**src/rtl/core/wblt_pkg.sv**
```systemverilog
`timescale 1ns / 1ps
`default_nettype none
// ----------------------------------------------------------------------------
// wblt_pkg
// Shared types and codes for the write buffer latency tracker.
// ----------------------------------------------------------------------------
package wblt_pkg;

    localparam int ADDR_W = 48;
    localparam int TIME_W = 48;
    localparam int LAT_W  = 16;
    localparam int CNT_W  = 32;
    localparam int OCC_W  = 4;

    // configuration register indexes
    localparam logic [1:0] CFG_ENTRIES_IN_USE = 2'd0;
    localparam logic [1:0] CFG_COALESCE       = 2'd1;
    localparam logic [1:0] CFG_BASE_LATENCY   = 2'd2;

    typedef enum logic [1:0] {
        ST_IDLE,
        ST_RETIRE,
        ST_DECIDE
    } state_t;

    typedef struct packed {
        logic [ADDR_W-1:0] addr;
        logic [TIME_W-1:0] done;
    } entry_t;

    typedef struct packed {
        logic shift;     // take the neighbor's entry
        logic load;      // take the fresh entry (wins over shift)
        logic occupied;  // slot holds a queued entry
    } cell_ctl_t;

endpackage
`default_nettype wire

```
**src/rtl/core/wblt_cell.sv**
```systemverilog
`timescale 1ns / 1ps
`default_nettype none
// ----------------------------------------------------------------------------
// wblt_cell
// One buffer slot: holds an entry, shifts toward the head, matches addresses.
// ----------------------------------------------------------------------------
module wblt_cell
(
    input  wire                          clk,
    input  wblt_pkg::cell_ctl_t          ctl,
    input  wblt_pkg::entry_t             neighbor,
    input  wblt_pkg::entry_t             fresh,
    input  wire  [wblt_pkg::ADDR_W-1:0]  query_addr,
    output wblt_pkg::entry_t             entry,
    output logic                         hit
);

    wblt_pkg::entry_t entry_reg;
    wblt_pkg::entry_t entry_next;

    always_comb
    begin
        priority if (ctl.load)
        begin
            entry_next = fresh;
        end
        else if (ctl.shift)
        begin
            entry_next = neighbor;
        end
        else
        begin
            entry_next = entry_reg;
        end
    end

    always_ff @(posedge clk)
    begin
        entry_reg <= entry_next;
    end

    assign entry = entry_reg;
    assign hit   = ctl.occupied && (entry_reg.addr == query_addr);

endmodule
`default_nettype wire

```
**src/rtl/core/write_buffer_latency_tracker.sv**
```systemverilog
`timescale 1ns / 1ps
`default_nettype none
// ----------------------------------------------------------------------------
// write_buffer_latency_tracker
// Coalescing write buffer timing model built as a shifting row of slots.
// ----------------------------------------------------------------------------
// Sequence: an accepted write first retires the completed entries at the head
//   (one retire step per cycle in the slot row), then sees the head is still
//   pending and moves to the decision step, which registers the result.
// Flow: a new write is taken only after the decision step is done; a stalled
//   receiver holding the previous result holds the decision step.
// Reset: rst_n clears fill count, counters and handshake state, and loads the
//   register defaults (8 entries, coalescing on, base_lat_reg = 1).
// ----------------------------------------------------------------------------
module write_buffer_latency_tracker
#(
    parameter int DEPTH = 8
)
(
    input  wire          clk,
    input  wire          rst_n,
    // configuration
    input  wire          cfg_wen,
    input  wire  [1:0]   cfg_index,
    input  wire  [15:0]  cfg_data,
    // write stream
    input  wire          s_tvalid,
    output logic         s_tready,
    // [47:0] write_address, [95:48] current_time, [111:96] drain_latency
    input  wire  [111:0] s_tdata,
    // result stream
    output logic         m_tvalid,
    input  wire          m_tready,
    // [47:0] write_latency, [51:48] occupancy, [83:52] insert_total,
    // [115:84] overflow_total, [147:116] access_total, [151:148] zero
    output logic [151:0] m_tdata,
    // [0] was_coalesced, [1] was_overflow
    output logic [1:0]   m_tuser
);

    localparam int CW = $clog2(DEPTH + 1);
    localparam int LW = (CW > 4) ? CW : 4;
    localparam int AW = wblt_pkg::ADDR_W;
    localparam int TW = wblt_pkg::TIME_W;
    localparam int CNT = wblt_pkg::CNT_W;

    // ------------------------------------------------------------------
    // configuration registers
    // ------------------------------------------------------------------
    logic [3:0]  entries_reg;
    logic        coalesce_reg;
    logic [15:0] base_lat_reg;

    always_ff @(posedge clk or negedge rst_n)
    begin
        if (!rst_n)
        begin
            entries_reg  <= 4'd8;
            coalesce_reg <= 1'b1;
            base_lat_reg <= 16'd1;
        end
        else if (cfg_wen)
        begin
            unique case (cfg_index)
                wblt_pkg::CFG_ENTRIES_IN_USE: entries_reg  <= cfg_data[3:0];
                wblt_pkg::CFG_COALESCE:       coalesce_reg <= cfg_data[0];
                wblt_pkg::CFG_BASE_LATENCY:   base_lat_reg <= cfg_data;
                default:                      ;  // write beyond the map: drop
            endcase
        end
    end

    // ------------------------------------------------------------------
    // state and held input
    // ------------------------------------------------------------------
    wblt_pkg::state_t state_reg, state_next;

    logic [CW-1:0]   fill_reg, fill_next;
    logic [TW-1:0]   tail_reg, tail_next;   // completion time of the youngest entry
    logic [CNT-1:0]  ins_reg, ins_next;
    logic [CNT-1:0]  ovf_reg, ovf_next;
    logic [CNT-1:0]  acc_reg, acc_next;

    logic [AW-1:0]   addr_reg;
    logic [TW-1:0]   now_reg;
    logic [15:0]     drain_reg;

    logic            out_valid_reg, out_valid_next;
    logic [TW-1:0]   out_lat_reg;
    logic            out_merged_reg, out_ovf_reg;
    logic [3:0]      out_occ_reg;

    // slot row
    wblt_pkg::entry_t   cell_q [DEPTH];
    wblt_pkg::cell_ctl_t cell_ctl [DEPTH];
    logic [DEPTH-1:0]   hit_vec;
    wblt_pkg::entry_t   fresh;

    // decision signals
    logic            accept;
    logic            retire_step;
    logic            decide_fire;
    logic            merged;
    logic            full;
    logic [LW-1:0]   limit;
    logic [LW-1:0]   eiu_ext;
    logic [TW-1:0]   start_time;
    logic [TW:0]     done_sum;
    logic [TW-1:0]   new_done;
    logic [TW-1:0]   stall;
    logic [TW:0]     lat_sum;
    logic [TW-1:0]   lat_value;
    logic [CW-1:0]   load_pos;

    assign accept = s_tvalid && s_tready;

    // clamp the entry limit to 1..DEPTH
    assign eiu_ext = LW'(entries_reg);
    always_comb
    begin
        priority if (eiu_ext == '0)
        begin
            limit = LW'(1);
        end
        else if (eiu_ext > LW'(DEPTH))
        begin
            limit = LW'(DEPTH);
        end
        else
        begin
            limit = eiu_ext;
        end
    end

    assign merged = coalesce_reg && (|hit_vec);
    assign full   = LW'(fill_reg) >= limit;

    // start at the later of now and the tail's completion time
    assign start_time = ((fill_reg != '0) && (tail_reg > now_reg)) ? tail_reg : now_reg;
    assign done_sum   = {1'b0, start_time} + {{(TW - 15){1'b0}}, drain_reg};
    assign new_done   = done_sum[TW] ? {TW{1'b1}} : done_sum[TW-1:0];

    // stall charged by evicting the head
    assign stall     = (cell_q[0].done > now_reg) ? (cell_q[0].done - now_reg) : '0;
    assign lat_sum   = {{(TW - 15){1'b0}}, base_lat_reg}
                       + ((!merged && full) ? {1'b0, stall} : '0);
    assign lat_value = lat_sum[TW] ? {TW{1'b1}} : lat_sum[TW-1:0];

    assign load_pos = full ? (fill_reg - CW'(1)) : fill_reg;

    assign fresh.addr = addr_reg;
    assign fresh.done = new_done;

    // ------------------------------------------------------------------
    // sequencer: next state and outputs
    // ------------------------------------------------------------------
    always_comb
    begin
        state_next     = state_reg;
        fill_next      = fill_reg;
        tail_next      = tail_reg;
        ins_next       = ins_reg;
        ovf_next       = ovf_reg;
        acc_next       = acc_reg;
        out_valid_next = out_valid_reg && !m_tready;
        s_tready       = 1'b0;
        retire_step    = 1'b0;
        decide_fire    = 1'b0;

        unique case (state_reg)
            wblt_pkg::ST_IDLE:
            begin
                s_tready = 1'b1;
                if (s_tvalid)
                begin
                    state_next = wblt_pkg::ST_RETIRE;
                end
            end
            wblt_pkg::ST_RETIRE:
            begin
                // drop the head while it has completed; the queue is time-ordered
                if ((fill_reg != '0) && (now_reg >= cell_q[0].done))
                begin
                    retire_step = 1'b1;
                    fill_next   = fill_reg - CW'(1);
                end
                else
                begin
                    state_next = wblt_pkg::ST_DECIDE;
                end
            end
            wblt_pkg::ST_DECIDE:
            begin
                // hold until the result register is free
                if (!out_valid_reg || m_tready)
                begin
                    decide_fire    = 1'b1;
                    out_valid_next = 1'b1;
                    acc_next       = acc_reg + CNT'(1);
                    state_next     = wblt_pkg::ST_IDLE;
                    if (!merged)
                    begin
                        ins_next  = ins_reg + CNT'(1);
                        tail_next = new_done;
                        if (full)
                        begin
                            ovf_next = ovf_reg + CNT'(1);
                        end
                        else
                        begin
                            fill_next = fill_reg + CW'(1);
                        end
                    end
                end
            end
            default:
            begin
                state_next = wblt_pkg::ST_IDLE;
            end
        endcase
    end

    always_ff @(posedge clk or negedge rst_n)
    begin
        if (!rst_n)
        begin
            state_reg     <= wblt_pkg::ST_IDLE;
            fill_reg      <= '0;
            ins_reg       <= '0;
            ovf_reg       <= '0;
            acc_reg       <= '0;
            out_valid_reg <= 1'b0;
        end
        else
        begin
            state_reg     <= state_next;
            fill_reg      <= fill_next;
            ins_reg       <= ins_next;
            ovf_reg       <= ovf_next;
            acc_reg       <= acc_next;
            out_valid_reg <= out_valid_next;
        end
    end

    // payload: capture the write, the tail time and the result
    always_ff @(posedge clk)
    begin
        tail_reg <= tail_next;
        if (accept)
        begin
            addr_reg  <= s_tdata[47:0];
            now_reg   <= s_tdata[95:48];
            drain_reg <= s_tdata[111:96];
        end
        if (decide_fire)
        begin
            out_lat_reg    <= lat_value;
            out_merged_reg <= merged;
            out_ovf_reg    <= !merged && full;
            out_occ_reg    <= 4'(fill_next);
        end
    end

    // ------------------------------------------------------------------
    // slot row: every slot shifts on a retire or an eviction, one slot loads
    // ------------------------------------------------------------------
    genvar gi;
    generate
        for (gi = 0; gi < DEPTH; gi++)
        begin : g_cell
            wblt_pkg::entry_t neighbor;

            assign cell_ctl[gi].occupied = CW'(gi) < fill_reg;
            assign cell_ctl[gi].shift    = retire_step || (decide_fire && !merged && full);
            assign cell_ctl[gi].load     = decide_fire && !merged && (CW'(gi) == load_pos);

            if (gi < DEPTH - 1)
            begin : g_mid
                assign neighbor = cell_q[gi + 1];
            end
            else
            begin : g_last
                assign neighbor = fresh;
            end

            wblt_cell u_cell
            (
                .clk        (clk),
                .ctl        (cell_ctl[gi]),
                .neighbor   (neighbor),
                .fresh      (fresh),
                .query_addr (addr_reg),
                .entry      (cell_q[gi]),
                .hit        (hit_vec[gi])
            );
        end
    endgenerate

    // ------------------------------------------------------------------
    // result stream
    // ------------------------------------------------------------------
    assign m_tvalid = out_valid_reg;
    assign m_tdata  = {4'b0, acc_reg, ovf_reg, ins_reg, out_occ_reg, out_lat_reg};
    assign m_tuser  = {out_ovf_reg, out_merged_reg};

endmodule
`default_nettype wire
```
**config.mk**
```make
export PLATFORM = sky130hd
export DESIGN_NAME = write_buffer_latency_tracker
export DESIGN_NICKNAME = d
export VERILOG_FILES = /design/src/rtl/core/wblt_pkg.sv /design/src/rtl/core/wblt_cell.sv /design/src/rtl/core/write_buffer_latency_tracker.sv
export SDC_FILE = /design/constraint.sdc
export NUM_CORES = 2
export LEC_CHECK = 0
export ABC_AREA = 1
export BUFFER_PORTS_ARGS = -buffer_cell sky130_fd_sc_hd__buf_2
export CORE_MARGIN = 2
export CORE_UTILIZATION = 45
export CTS_CLUSTER_SIZE = 20
export DETAILED_ROUTE_END_ITERATION = 8
export PLACE_DENSITY = 0.69
export SYNTH_ARGS = -nofsm -noshare
export SYNTH_HDL_FRONTEND = slang
export SYNTH_HIERARCHICAL = 1
export SYNTH_SLANG_ARGS = --single-unit
```
**constraint.sdc**
```tcl
create_clock -name clk -period 6 [get_ports clk]
set_clock_uncertainty 0.1 [all_clocks]
set_input_delay 0.6 -clock clk [delete_from_list [all_inputs] [get_ports clk]]
set_output_delay 0.6 -clock clk [all_outputs]
set_load 0.02 [all_outputs]
```
==> impl_summary.md <==
Synthesis
The number of warnings printed during yosys synthesis is 6. The post-synthesis instance total is 7712. The fraction of synthesis flops using an asynchronous set or reset pin is 0.112. Yosys mapped a number of flops with a built-in enable equal to 982. The dominant register cell in the synthesized netlist is sky130_fd_sc_hd__edfxtp_1. In this run the mean area of a mapped cell was 8.07 um2. The total standard cell area after synthesis is 62200 um2. Synthesis inferred 1106 register bits.

The fraction of the yosys area taken by sequential cells is 0.524. The number of distinct library cells after synthesis is 54.

Layout
The share of post-route cells with drive strength above 1 is 0.0981. The net count of the finished layout is 8463. The register with the most flip-flops in the layout has 768 of them. The number of inserted filler cells in the final layout is 12500. The growth of design area from synthesis to finish is 15.1%.

Detailed routing
Dividing the detail-routed wire length by the instance count gives 17.3 um. The detail route stage leaves a number of antenna-violating nets equal to 0. Detailed routing inserted a total of 51100 vias. In the routed design, unresolved DRC markers number 0. The detailed-router iteration count before antenna repair is 8. The DRC marker count from the first detailed-route iteration is 4434.

The total wirelength of the detailed-routed design is 175000 um. The via density per instance is 5.07.

Timing
The final number of hold-violating endpoints is 0. After routing, the total negative slack on setup checks comes to 0 ps. The final max-slew violation count is 0. Dividing the final minimum period by the clock period gives 0.930. The highest achievable clock rate is 179 MHz. For the pin with the worst max-slew slack, the measured transition is 1170 ps. The clock period minus final worst setup slack is 5580 ps.

Hold timing on the final database bottoms out at a slack of 50.7 ps. The total setup violations reported at the end of the flow is 0. The normalized max-slew margin is 0.222.

Critical path
STA classifies the critical path startpoint as a flip-flop. The type of the worst setup path is reg -> reg. The cell family contributing the most delay on the critical path is simple AND/OR/NAND/NOR gates. The required time reported for the critical path endpoint is 6480 ps. Counting buffers and inverters, the worst setup path is 27 cells deep. For this design, the slowest cell found on the critical path is sky130_fd_sc_hd__nor3_2.

For this run, the slowest stage of the critical path takes 690 ps. The number of buffers and inverters on the critical path is 8. The number of cells on the worst reg-to-reg path is 27. The highest net fanout along the worst path is 25. The kind of end point of the critical path is a flip-flop.

Data on the critical path arrives at its endpoint at 6060 ps. The most used cell along the critical path is sky130_fd_sc_hd__nand2_1.

Clocking
Clock-pin slew was measured on the worst setup and hold paths at 60 ps. The number of sinks driven by the clock tree is 1106. The clock tree root driver cell is sky130_fd_sc_hd__clkbuf_16.

TritonCTS built the clock tree. TritonCTS created 118 clock buffers. The insertion delay to the later sink of the worst-skew pair is 790 ps. The H-tree was split into 3 levels. The number of buffers between clock root and the deepest sink is 3.

Global route
For this run the aggregate overflow at the end of global routing stands at 0. The total routing resource utilization after global routing is 0.241. The via count of the first global-routing pass was 47800.

The initial antenna violation count is 7. The first global-routing pass estimated 268000 um of wire. The pin count of the biggest net entering global routing is 98.

Power
The power per cell area is 583 nW/um2. The worst supply voltage drop on vdd is 0.406 mV. In this run the static leakage power is 34.1 nW. Total power for the finished layout comes to 0.0418 W.

Die
Measured along the x axis, the die boundary spans 376 um. The count of pins on the block boundary is 291. The floorplan step defined a core boundary enclosing 137000 um2. The initial utilization of the core area, before any placement, comes to 0.453. The die is 376 um tall. The area of the die is 141000 um2. The placement row count is 136.

Status
The flow ran to the end, and the final reports show no timing, DRC or antenna violations.

Place
During placement, the flow inserted port buffers numbering 286. The detailed placement HPWL is 123000 um. The final weighted congestion in routability-driven placement is 0.962.

Min path
The worst hold path passes through 4 cells. In this run the worst hold path is classified as in -> reg.

Job
The max-capacitance violation count is 0.
==> layout make-up <==
class                   count  area, um2  area share
flip-flops and latches   1106      32600       0.455
multi-input cells        5521      25400       0.354
repair buffers            552       4140      0.0578
inverters                 885       3330      0.0465
clock buffers             148       3110      0.0433
well taps                1794       2240      0.0313
clock inverters            76        847      0.0118
diodes                      2       5.00   0.0000698
==> path summary, 6_finish.rpt <==
| path | startpoint | to | slack, ps |
|---|---|---|---|
| max reg2reg | addr_reg[42] | out_lat_reg[13] | 420 |
| min | cfg_wen | coalesce_reg | 50 |
| max | addr_reg[42] | out_lat_reg[13] | 420 |
| min in group asynchronous | rst_n | ins_reg[2] | 270 |
| min reg2reg | ins_reg[31] | ins_reg[31] | 370 |
| max in group asynchronous | rst_n | fill_reg[0] | 4100 |
==> kinds of logic after synthesis <==
| family | synth area share |
|---|---|
| AO/OA/AOI/OAI | 0.0314 |
| XOR/XNOR | 0.0364 |
| adder cells (fa/ha/maj) | 0.0293 |
| buffers and inverters | 0.0746 |
| flip-flops | 0.524 |
| multiplexers | 0.00253 |
| other | 0.0000602 |
| AND/OR/NAND/NOR | 0.302 |
==> cell usage in the layout, fill, tap and decap left out, types with 9 or more instances in the layout <==
cell,Yosys,final
sky130_fd_sc_hd__nor2_1,460,447
sky130_fd_sc_hd__clkinv_2,0,33
sky130_fd_sc_hd__nand2_1,3771,3748
sky130_fd_sc_hd__ha_1,141,141
sky130_fd_sc_hd__nor2_2,34,36
sky130_fd_sc_hd__dfrtp_1,121,120
sky130_fd_sc_hd__xor2_1,84,84
sky130_fd_sc_hd__bufinv_16,0,13
sky130_fd_sc_hd__nor3_1,37,37
sky130_fd_sc_hd__clkinv_1,1,23
sky130_fd_sc_hd__buf_2,85,286
sky130_fd_sc_hd__clkbuf_16,0,120
sky130_fd_sc_hd__or2_2,29,21
sky130_fd_sc_hd__o21ai_0,197,195
sky130_fd_sc_hd__inv_2,17,10
sky130_fd_sc_hd__a21oi_1,120,120
sky130_fd_sc_hd__inv_1,867,865
sky130_fd_sc_hd__nand3_1,252,226
sky130_fd_sc_hd__nor4_1,13,12
sky130_fd_sc_hd__mux2_2,14,14
sky130_fd_sc_hd__xnor2_1,175,175
sky130_fd_sc_hd__o21ai_1,15,17
sky130_fd_sc_hd__nor2_4,8,19
sky130_fd_sc_hd__dlygate4sd3_1,0,122
sky130_fd_sc_hd__nand4_1,60,60
sky130_fd_sc_hd__o211ai_1,9,9
sky130_fd_sc_hd__buf_12,0,30
sky130_fd_sc_hd__buf_4,26,110
sky130_fd_sc_hd__edfxtp_1,982,982
sky130_fd_sc_hd__nand2_2,10,30
sky130_fd_sc_hd__clkbuf_1,47,27
sky130_fd_sc_hd__nand3_2,9,34
sky130_fd_sc_hd__nand3b_1,18,18
==> worst min-delay path, delay by kind of cell <==
family          cells  cell delay (ps)
compound gates      1               70
simple gates        2              150
buf+inv             1              100
==> power by group <==
group	switching (W)	internal [W]	leakage, nW
Sequential	0.00198	0.0142	10.7
Combinational	0.0126	0.00555	21.4
Clock	0.00318	0.00425	1.91
==> per-stage QoR <==
stage	setup WS, ps	std cells	area [um2]	util
after floorplan	878	7715	62300	-
after global placement	19.2	9683	65700	0.478
after detailed placement	-87.7	9683	65700	0.478
after CTS	25.8	10000	70900	0.516
after global routing	-20.1	10100	71700	0.522
final	420	10100	71700	0.522
==> cells in the mapped netlist (all sizes together) (3+ instances only) <==
cell type / count / area (um2)
or2: 29 / 181
nor3: 41 / 225
nand3: 264 / 1400
xnor2: 175 / 1530
xor2: 84 / 736
and3: 6 / 37.5
a31oi: 6 / 37.5
nor2: 503 / 2050
nand4: 61 / 388
nor4: 14 / 93.8
fa: 3 / 60.1
and2: 6 / 40.0
nand3b: 18 / 135
o21ai: 213 / 1070
dfstp: 3 / 78.8
inv: 884 / 3320
clkbuf: 47 / 176
mux2: 14 / 158
dfrtp: 121 / 3030
nand2: 3782 / 14200
o21bai: 8 / 60.1
a21oi: 120 / 601
edfxtp: 982 / 29500
o211ai: 9 / 67.6
buf: 159 / 1150
a21o: 5 / 37.5
ha: 141 / 1760
==> metal layers <==
| layer | vias to the layer above | share of wire | global-route usage |
|---|---|---|---|
| li1 | 25300 | - | - |
| met1 | 23800 | 0.44 | 0.338 |
| met2 | 1842 | 0.46 | 0.390 |
| met3 | 239 | 0.080 | 0.0355 |
| met4 | 2 | 0.022 | 0.0701 |
| met5 | - | 0.000074 | 0 |
==> repair_timing <==
item	4_1_cts	5_1_grt
pin swaps	0	2
gates cloned	1	3
hold endpoints to repair	164	0
setup buffers	4	45
resized for setup	1	67
hold buffers	122	0
endpoints found under the setup margin	48	480
Note: power is estimated with default switching activity, not from simulation.
